$ cat config.mk
export PLATFORM = sky130hd
export DESIGN_NAME = http_request_root_path_detector_unit
export DESIGN_NICKNAME = d
export VERILOG_FILES = /design/src/rtl/hrpd_pkg.sv /design/src/rtl/http_request_root_path_detector_unit.sv /design/src/rtl/hrpd_tracker.sv /design/src/rtl/hrpd_verdict.sv
export SDC_FILE = /design/constraint.sdc
export NUM_CORES = 1
export LEC_CHECK = 0
export BUFFER_PORTS_ARGS = -buffer_cell sky130_fd_sc_hd__buf_2
export CORE_AREA = 2 2 130 132
export DETAILED_ROUTE_END_ITERATION = 6
export DIE_AREA = 0 0 132 134
export PLACE_DENSITY_LB_ADDON = 0.1
export REMOVE_ABC_BUFFERS = 1
export SLEW_MARGIN = 20
export SYNTH_ARGS = -nofsm -noshare
export SYNTH_HDL_FRONTEND = slang
export SYNTH_SLANG_ARGS = --single-unit
$ cat constraint.sdc
create_clock -name clk_i -period 6 [get_ports clk_i]
set_clock_uncertainty 0.15 [all_clocks]
set_input_delay 0.3 -clock clk_i [delete_from_list [all_inputs] [get_ports clk_i]]
set_output_delay 0.3 -clock clk_i [all_outputs]
set_load 0.02 [all_outputs]
$ cat src/rtl/hrpd_pkg.sv
// Root path detector package: codes, character constants and shared types.
// No dependencies; imported by every module of the detector.
package hrpd_pkg;

  localparam int unsigned MaxPayloadDefault = 2048;

  localparam int unsigned OffsetW = 11;
  localparam int unsigned LengthW = 11;
  localparam int unsigned ReasonW = 4;
  localparam int unsigned OutDataW = 32;

  localparam logic [31:0] WordGet  = 32'h4745_5420;  // "GET "
  localparam logic [31:0] WordPost = 32'h504F_5354;  // "POST"
  localparam logic [7:0]  ChCr     = 8'h0D;
  localparam logic [7:0]  ChLf     = 8'h0A;
  localparam logic [7:0]  ChSlash  = 8'h2F;
  localparam logic [7:0]  ChSpace  = 8'h20;
  localparam logic [7:0]  ChNul    = 8'h00;

  localparam int unsigned MinPayload    = 10;
  localparam int unsigned SuffixLen     = 9;
  localparam int unsigned PostPathStart = 5;

  typedef enum logic [1:0] {
    METHOD_NONE = 2'd0,
    METHOD_GET  = 2'd1,
    METHOD_POST = 2'd2
  } method_e;

  typedef enum logic [ReasonW-1:0] {
    REASON_REWRITE  = 4'd0,
    REASON_DISABLED = 4'd1,
    REASON_SHORT    = 4'd2,
    REASON_EXTERNAL = 4'd3,
    REASON_NOT_REQ  = 4'd4,
    REASON_NO_TERM  = 4'd5,
    REASON_EMPTY    = 4'd6,
    REASON_NOT_ROOT = 4'd7,
    REASON_TOO_LONG = 4'd8
  } reason_e;

  // Packet summary handed from the tracker to the verdict logic.
  typedef struct packed {
    logic have_path;
    logic term_valid;
    logic is_request;
    logic internal;
    logic too_long;
    logic too_short;
  } pkt_flags_t;

endpackage

$ cat src/rtl/http_request_root_path_detector_unit.sv
// Top level of the HTTP request root path detector.
// Depends on hrpd_pkg, hrpd_tracker and hrpd_verdict.
//
//  channel  | direction | payload
//  ---------+-----------+------------------------------------------------------
//  s_axis   | in        | tdata[7:0] payload byte, tlast last byte,
//           |           | tuser source internal (sampled with first byte)
//  m_axis   | out       | tdata path_offset/path_length/verdict_reason, tuser rewrite
//  cfg      | in        | cfg_we_i / cfg_wdata_i: enable bit, write-only
//
// A last byte's verdict reaches m_axis through the input register and the result
// register: the byte is held in the input register, and from there the tracker and
// verdict logic load the result register. One byte a cycle is taken sustained; only a
// last byte waits on a full result register that is not being taken.
// Reset clears the packet state and the enable bit; no clearing pass is needed.
// A stalled result holds; bytes that raise no verdict keep flowing meanwhile.
module http_request_root_path_detector_unit import hrpd_pkg::*; #(
  parameter int unsigned MAX_PAYLOAD = MaxPayloadDefault
) (
  input  logic                clk_i,
  input  logic                rst_ni,
  input  logic                cfg_we_i,
  input  logic                cfg_wdata_i,
  input  logic                s_axis_tvalid,
  output logic                s_axis_tready,
  input  logic [7:0]          s_axis_tdata,   // [7:0] payload_byte
  input  logic                s_axis_tlast,   // last_byte
  input  logic                s_axis_tuser,   // source_internal
  output logic                m_axis_tvalid,
  input  logic                m_axis_tready,
  // [10:0] path_offset, [21:11] path_length, [25:22] verdict_reason, rest zero
  output logic [OutDataW-1:0] m_axis_tdata,
  output logic                m_axis_tuser    // rewrite
);

  localparam int unsigned PosW = ($clog2(MAX_PAYLOAD + 4) > OffsetW) ?
                                 $clog2(MAX_PAYLOAD + 4) : OffsetW;

  logic            enable_q;
  logic            in_vld_q;
  logic [7:0]      in_byte_q;
  logic            in_last_q;
  logic            in_src_q;
  logic            adv;
  logic            out_vld_q;
  logic [OffsetW-1:0] offset_q, offset_d;
  logic [LengthW-1:0] length_q, length_d;
  reason_e         reason_q, reason_d;
  logic            rewrite_q, rewrite_d;

  pkt_flags_t      flags;
  logic [PosW-1:0] start;
  logic [PosW-1:0] term;
  logic [15:0]     head;

  // Enable register: the user must write it only between packets; the block does not enforce this.
  always_ff @(posedge clk_i or negedge rst_ni) begin
    if (!rst_ni) begin
      enable_q <= 1'b0;
    end else if (cfg_we_i) begin
      enable_q <= cfg_wdata_i;
    end
  end

  // Advance the held byte unless it is a last byte and the result slot is full and not being taken.
  assign adv           = in_vld_q && (!in_last_q || !out_vld_q || m_axis_tready);
  assign s_axis_tready = !in_vld_q || adv;

  always_ff @(posedge clk_i or negedge rst_ni) begin
    if (!rst_ni) begin
      in_vld_q <= 1'b0;
    end else if (s_axis_tready) begin
      in_vld_q <= s_axis_tvalid;
    end
  end

  always_ff @(posedge clk_i) begin
    if (s_axis_tready && s_axis_tvalid) begin
      in_byte_q <= s_axis_tdata;
      in_last_q <= s_axis_tlast;
      in_src_q  <= s_axis_tuser;
    end
  end

  hrpd_tracker #(
    .MAX_PAYLOAD(MAX_PAYLOAD)
  ) u_tracker (
    .clk_i  (clk_i),
    .rst_ni (rst_ni),
    .adv_i  (adv),
    .byte_i (in_byte_q),
    .last_i (in_last_q),
    .src_i  (in_src_q),
    .flags_o(flags),
    .start_o(start),
    .term_o (term),
    .head_o (head)
  );

  hrpd_verdict #(
    .MAX_PAYLOAD(MAX_PAYLOAD)
  ) u_verdict (
    .enable_i (enable_q),
    .flags_i  (flags),
    .start_i  (start),
    .term_i   (term),
    .head_i   (head),
    .rewrite_o(rewrite_d),
    .offset_o (offset_d),
    .length_o (length_d),
    .reason_o (reason_d)
  );

  // Result register: load on a last byte, drop once the verdict is taken.
  always_ff @(posedge clk_i or negedge rst_ni) begin
    if (!rst_ni) begin
      out_vld_q <= 1'b0;
    end else if (adv && in_last_q) begin
      out_vld_q <= 1'b1;
    end else if (m_axis_tready) begin
      out_vld_q <= 1'b0;
    end
  end

  always_ff @(posedge clk_i) begin
    if (adv && in_last_q) begin
      rewrite_q <= rewrite_d;
      offset_q  <= offset_d;
      length_q  <= length_d;
      reason_q  <= reason_d;
    end
  end

  assign m_axis_tvalid = out_vld_q;
  assign m_axis_tuser  = rewrite_q;
  assign m_axis_tdata  = {{(OutDataW - OffsetW - LengthW - ReasonW){1'b0}},
                          reason_q, length_q, offset_q};

endmodule

$ cat src/rtl/hrpd_tracker.sv
// Per-packet byte tracker: window, CRLFCRLF automaton, method and path capture.
// Depends on hrpd_pkg.
module hrpd_tracker import hrpd_pkg::*; #(
  parameter int unsigned MAX_PAYLOAD = MaxPayloadDefault,
  localparam int unsigned PosW = ($clog2(MAX_PAYLOAD + 4) > OffsetW) ?
                                 $clog2(MAX_PAYLOAD + 4) : OffsetW
) (
  input  logic            clk_i,
  input  logic            rst_ni,
  input  logic            adv_i,
  input  logic [7:0]      byte_i,
  input  logic            last_i,
  input  logic            src_i,
  output pkt_flags_t      flags_o,
  output logic [PosW-1:0] start_o,
  output logic [PosW-1:0] term_o,
  output logic [15:0]     head_o
);

  logic [31:0]     win_q, win_d;
  logic [2:0]      crlf_q, crlf_d;
  logic [PosW-1:0] pos_q, pos_d;
  logic            hdr_q, hdr_d;
  method_e         method_q, method_d;
  logic            gfound_q, gfound_d;
  logic [PosW-1:0] gstart_q, gstart_d;
  logic            gtv_q, gtv_d;
  logic [PosW-1:0] gterm_q, gterm_d;
  logic [15:0]     ghead_q, ghead_d;
  logic            ptv_q, ptv_d;
  logic [PosW-1:0] pterm_q, pterm_d;
  logic [15:0]     phead_q, phead_d;
  logic            int_q, int_d;
  logic            match_get;

  localparam logic [PosW-1:0] PostStart = PosW'(PostPathStart);
  localparam logic [PosW-1:0] MaxPos    = PosW'(MAX_PAYLOAD);

  always_comb begin
    win_d     = {win_q[23:0], byte_i};
    match_get = (win_d == WordGet);
    crlf_d    = crlf_q;
    hdr_d     = hdr_q;
    gfound_d  = gfound_q;
    gstart_d  = gstart_q;
    gtv_d     = gtv_q;
    gterm_d   = gterm_q;
    ghead_d   = ghead_q;
    method_d  = method_q;
    ptv_d     = ptv_q;
    pterm_d   = pterm_q;
    phead_d   = phead_q;
    int_d     = (pos_q == '0) ? src_i : int_q;

    // Header end: CR LF CR LF, odd steps want LF, even steps want CR.
    if (!hdr_q) begin
      if (byte_i == ChCr) begin
        crlf_d = crlf_q[0] ? 3'd0 : crlf_q + 3'd1;
      end else if (byte_i == ChLf) begin
        crlf_d = crlf_q[0] ? crlf_q + 3'd1 : 3'd0;
      end else begin
        crlf_d = 3'd0;
      end
      if (crlf_d >= 3'd4) begin
        hdr_d = 1'b1;
      end
    end

    if (gfound_q) begin
      if (!gtv_q && pos_q >= gstart_q && byte_i == ChCr) begin
        gtv_d   = 1'b1;
        gterm_d = pos_q;
      end
      if (pos_q == gstart_q) begin
        ghead_d = {byte_i, ghead_q[7:0]};
      end else if (pos_q == gstart_q + PosW'(1)) begin
        ghead_d = {ghead_q[15:8], byte_i};
      end
    end else if (!hdr_d && pos_q >= PosW'(3) && match_get) begin
      gfound_d = 1'b1;
      gstart_d = pos_q + PosW'(1);
    end

    if (pos_q == PosW'(3) && match_get) begin
      method_d = METHOD_GET;
    end else if (pos_q == PosW'(4) && win_q == WordPost && byte_i == ChSpace) begin
      method_d = METHOD_POST;
    end

    if (pos_q >= PostStart && !ptv_q && byte_i == ChCr) begin
      ptv_d   = 1'b1;
      pterm_d = pos_q;
    end
    if (pos_q == PostStart) begin
      phead_d = {byte_i, phead_q[7:0]};
    end else if (pos_q == PostStart + PosW'(1)) begin
      phead_d = {phead_q[15:8], byte_i};
    end

    // Saturate one past the limit so overlong packets stay flagged.
    pos_d = (pos_q <= MaxPos) ? pos_q + PosW'(1) : pos_q;
  end

  // Summary of the packet as it stands after this byte.
  always_comb begin
    flags_o.have_path  = gfound_d || (method_d == METHOD_POST);
    flags_o.is_request = (method_d != METHOD_NONE);
    flags_o.internal   = int_d;
    flags_o.too_long   = (pos_q >= MaxPos);
    flags_o.too_short  = (pos_q < PosW'(MinPayload - 1));
    if (gfound_d) begin
      flags_o.term_valid = gtv_d;
      start_o            = gstart_d;
      term_o             = gterm_d;
      head_o             = ghead_d;
    end else begin
      flags_o.term_valid = ptv_d;
      start_o            = PostStart;
      term_o             = pterm_d;
      head_o             = phead_d;
    end
  end

  always_ff @(posedge clk_i or negedge rst_ni) begin
    if (!rst_ni) begin
      win_q    <= '0;
      crlf_q   <= '0;
      pos_q    <= '0;
      hdr_q    <= 1'b0;
      method_q <= METHOD_NONE;
      gfound_q <= 1'b0;
      gstart_q <= '0;
      gtv_q    <= 1'b0;
      gterm_q  <= '0;
      ghead_q  <= '0;
      ptv_q    <= 1'b0;
      pterm_q  <= '0;
      phead_q  <= '0;
      int_q    <= 1'b0;
    end else if (adv_i) begin
      if (last_i) begin
        win_q    <= '0;
        crlf_q   <= '0;
        pos_q    <= '0;
        hdr_q    <= 1'b0;
        method_q <= METHOD_NONE;
        gfound_q <= 1'b0;
        gstart_q <= '0;
        gtv_q    <= 1'b0;
        gterm_q  <= '0;
        ghead_q  <= '0;
        ptv_q    <= 1'b0;
        pterm_q  <= '0;
        phead_q  <= '0;
        int_q    <= 1'b0;
      end else begin
        win_q    <= win_d;
        crlf_q   <= crlf_d;
        pos_q    <= pos_d;
        hdr_q    <= hdr_d;
        method_q <= method_d;
        gfound_q <= gfound_d;
        gstart_q <= gstart_d;
        gtv_q    <= gtv_d;
        gterm_q  <= gterm_d;
        ghead_q  <= ghead_d;
        ptv_q    <= ptv_d;
        pterm_q  <= pterm_d;
        phead_q  <= phead_d;
        int_q    <= int_d;
      end
    end
  end

endmodule

$ cat src/rtl/hrpd_verdict.sv
// Verdict logic: path length, root test and reason priority.
// Depends on hrpd_pkg.
module hrpd_verdict import hrpd_pkg::*; #(
  parameter int unsigned MAX_PAYLOAD = MaxPayloadDefault,
  localparam int unsigned PosW = ($clog2(MAX_PAYLOAD + 4) > OffsetW) ?
                                 $clog2(MAX_PAYLOAD + 4) : OffsetW
) (
  input  logic               enable_i,
  input  pkt_flags_t         flags_i,
  input  logic [PosW-1:0]    start_i,
  input  logic [PosW-1:0]    term_i,
  input  logic [15:0]        head_i,
  output logic               rewrite_o,
  output logic [OffsetW-1:0] offset_o,
  output logic [LengthW-1:0] length_o,
  output reason_e            reason_o
);

  logic [PosW-1:0] span;
  logic [PosW-1:0] plen;
  logic            root;

  always_comb begin
    span = term_i - start_i;
    plen = '0;
    if (flags_i.have_path && flags_i.term_valid && term_i >= start_i &&
        span > PosW'(SuffixLen)) begin
      plen = span - PosW'(SuffixLen);
    end
    root = (plen != '0) && (head_i[15:8] == ChSlash) &&
           ((plen == PosW'(1)) || (head_i[7:0] == ChNul));

    if (!enable_i) begin
      reason_o = REASON_DISABLED;
    end else if (flags_i.too_long) begin
      reason_o = REASON_TOO_LONG;
    end else if (flags_i.too_short) begin
      reason_o = REASON_SHORT;
    end else if (!flags_i.internal) begin
      reason_o = REASON_EXTERNAL;
    end else if (!flags_i.is_request || !flags_i.have_path) begin
      reason_o = REASON_NOT_REQ;
    end else if (!flags_i.term_valid) begin
      reason_o = REASON_NO_TERM;
    end else if (plen == '0) begin
      reason_o = REASON_EMPTY;
    end else if (!root) begin
      reason_o = REASON_NOT_ROOT;
    end else begin
      reason_o = REASON_REWRITE;
    end

    rewrite_o = (reason_o == REASON_REWRITE);
    offset_o  = flags_i.have_path ? start_i[OffsetW-1:0] : '0;
    length_o  = plen[LengthW-1:0];
  end

endmodule

==> metrics.yaml <==
worst_setup_path:
  start_kind: "flop"
  crit_type: "reg -> reg"
  r2r_setup_slack_ns: 0.34
  rr_startpoint: "in_byte_q[4]"
  worstPathRequired_ns: 6.04
  crit_fanout: 11
  crit_slowest_cell: "edfxtp_1"
  cp_data_arrival_time_ns: 5.69
  r2r_end: "m_axis_tuser"
  cpPeakStageDelay_ns: 0.45
  rr_worst_depth: 20
  crit_chain: "or3_4 -> or3b_4 -> or3_4 -> a21oi_4 -> nor2b_2 -> a21oi_1 -> buf_4 -> o22ai_1 -> nor2_1 -> ha_1 -> nor2_1 -> a211oi_4 -> or3_1 -> a211oi_1 -> buf_4 -> nand2_1 -> nor4b_1 -> and3_1 -> mux2_2 -> and4bb_2"
  crit_path_end_kind: "flop"
die:
  die_x_um: 132
  ioPinCount: 51
  die_area_um2: 17700
  core-area_um2: 16300
  num_rows: 47
  initial_core_util_pct: 55.0
  die_h_um: 134
drt:
  drc_errors: 0
  avgViaCountPerCell: 5.97
  drt_iter0_markers: 548
  antenna_left: 0
  drtPass1Iterations: 6
  wl_per_cell_um: 18.6
  routed_wirelength_um: 23400
  vias: 7509
cells_and_area:
  multiInputGateArea_um2: 4460
  final_area_um2: 10400
  post-route-util_pct: 63.8
  mostFrequentLayoutCells: "nand2_1, dfrtp_1, nor2_1, o21ai_0, a22o_1"
  seqCellArea_um2: 4240
  nFillCells: 1348
  layout_commonest_cell: "nand2_1"
  final_nets: 1073
  antenna_cells: 0
  drive_gt1_share_pct: 14.9
  syn_to_final_growth_pct: 15.9
sta:
  finalSetupViolCount: 0
  fmax_mhz: 177
  finalMaxSlewViolations: 0
  slew_headroom_pct: 36.6
  worst_slew_pin_slew_ns: 0.950
  period_needed_ns: 5.66
  tns_ns: 0
  hold_viol_final: 0
  period_share_pct: 94.3
  fin_ws_ns: 0.345
hold_path:
  whs_path_depth: 2
  holdPathEnd: "u_tracker.win_q[31]"
  min_from: "u_tracker.win_q[31]"
  hold_class: "reg -> reg"
cts:
  clk_pin_slew_ns: 0.07
  cts.path.max_buffers: 2
  cts-root-buf: "clkbuf_16"
  cts_inserted_buffers: 17
  cts.sinks: 162
  worstSkewPairLatency_ns: 0.43
  cts-htree-levels: 4
  tritoncts: "yes"
run:
  cap_violations: 0
yosys:
  ys_ff_latch: 162
  synthCells: 954
  ys_types: 74
  ys_seq_area_share_pct: 47.3
  synth_top_cell_by_area: "dfrtp_1"
  syn_avg_cell_area_um2: 9.40
  synth_area_um2: 8970
  synth_edf_count: 37
  synthArstFlopShare_pct: 77.2
  ys.warnings.count: 0
  ys.flop_type: "dfrtp_1"
  synth_top_area_share_pct: 34.9
  synthTopCellsByArea: "dfrtp_1, edfxtp_1, nand2_1, a22o_1, ha_1"
global_routing:
  grt_pass1_vias: 7471
  grt_pass1_wl_um: 38400
  antenna_found_initial: 0
  grt_max_degree: 68
  grt.total_usage_pct: 27.6
  overflow: 0
power:
  power_uw: 2480
  vdd_ir_drop_max_mv: 0.273
  p_per_area_nw_per_um2: 239
  power.leakage_uw: 0.00459
placed_design:
  io_buffers: 44
  dpl_cell_area_um2: 9550
  dpl.hpwl_um: 16500
  place_ws_ns: 0.128
  gp_congestion: 0.901
outcome:
  status: "finished clean"
## critical path: cells and delay by family, from the launching register on
| family | cells | cell delay, ns |
|---|---|---|
| AOI/OAI and AO/OA | 5 | 0.76 |
| adders and majority gates | 1 | 0.36 |
| DFF | 1 | 0.45 |
| buffers and inverters | 2 | 0.37 |
| and+or+nand+nor | 11 | 2.93 |
| muxes | 1 | 0.37 |
## area by class of cell
class / count / area share [%]
timing repair buffer: 101 / 6.62
clock inverter: 11 / 0.879
multi-input combinational: 698 / 42.9
clock buffer: 21 / 4.53
inverter: 44 / 1.59
sequential: 162 / 40.8
tap: 220 / 2.65
## routing by layer
layer  GRT usage, %  vias to the layer above  wire, um  share of wire, %
li1               -                     3571         -                 -
met1           36.6                     3615     10200                44
met2           44.5                      271     11200                48
met3           5.90                       52      1230               5.2
met4           11.0                        0       757               3.2
met5              0                        -         0                 0
## Yosys cell counts (all sizes together), types with 16 or more instances
cell and n:
ha 32, edfxtp 37, dfrtp 125, nand4 16, xnor2 28, nor2 70
o22ai 23, nand3 40, a22o 47, o21ai 68, a21oi 32, clkbuf 46
inv 44, nand2 134
## state kept, by name, summed over array words and instances, names as in the netlist, 2 cells and up
name,flops
in_byte_q,8
length_q,11
offset_q,11
reason_q,4
u_tracker.crlf_q,3
u_tracker.ghead_q,16
u_tracker.gstart_q,12
u_tracker.gterm_q,12
u_tracker.method_q,2
u_tracker.phead_q,16
u_tracker.pos_q,12
u_tracker.pterm_q,12
u_tracker.win_q,32
## worst max-delay path by stage
stage,from,endpoint,cells past startpoint
floorplan,u_tracker.win_q[9],m_axis_tuser,18
global route,u_tracker.gstart_q[8],m_axis_tuser,23
CTS,in_byte_q[4],m_axis_tuser,19
global placement,in_byte_q[4],m_axis_tuser,20
detailed placement,in_byte_q[4],m_axis_tuser,19
finish,in_byte_q[4],m_axis_tuser,20
## per-stage QoR
step | hold slack [ns] | cells
floorplan | -0.146 | 904
global placement | 0.271 | 1207
detailed placement | 0.271 | 1207
CTS | 0.319 | 1254
global route | 0.346 | 1257
finish | 0.318 | 1257
## cells by family (layout without fill, tap and decap cells)
family	Yosys count	count (layout)	share of synthesized area, %
and+or+nand+nor	371	371	20.5
AOI/OAI and AO/OA	241	241	18.3
DFF	162	162	47.3
buffers and inverters	99	177	4.42
xor gates and xnor gates	37	37	3.61
adders and majority gates	33	33	4.69
muxes	10	10	1.14
other	1	6	0.0418
## power by group
group / leakage [uW] / internal [uW] / switching, uW
clock network: 0.000283 / 574 / 470
logic: 0.00223 / 77.4 / 157
registers: 0.00208 / 1170 / 35.6
## repair_timing
action                                  CTS  global route
endpoints found under the setup margin    0            15
endpoints found under the hold margin    71             0
buffers inserted                          0             3
hold buffers                             15             0
gates resized for setup                   0            21
No activity file was read; power rests on OpenSTA's default activity.
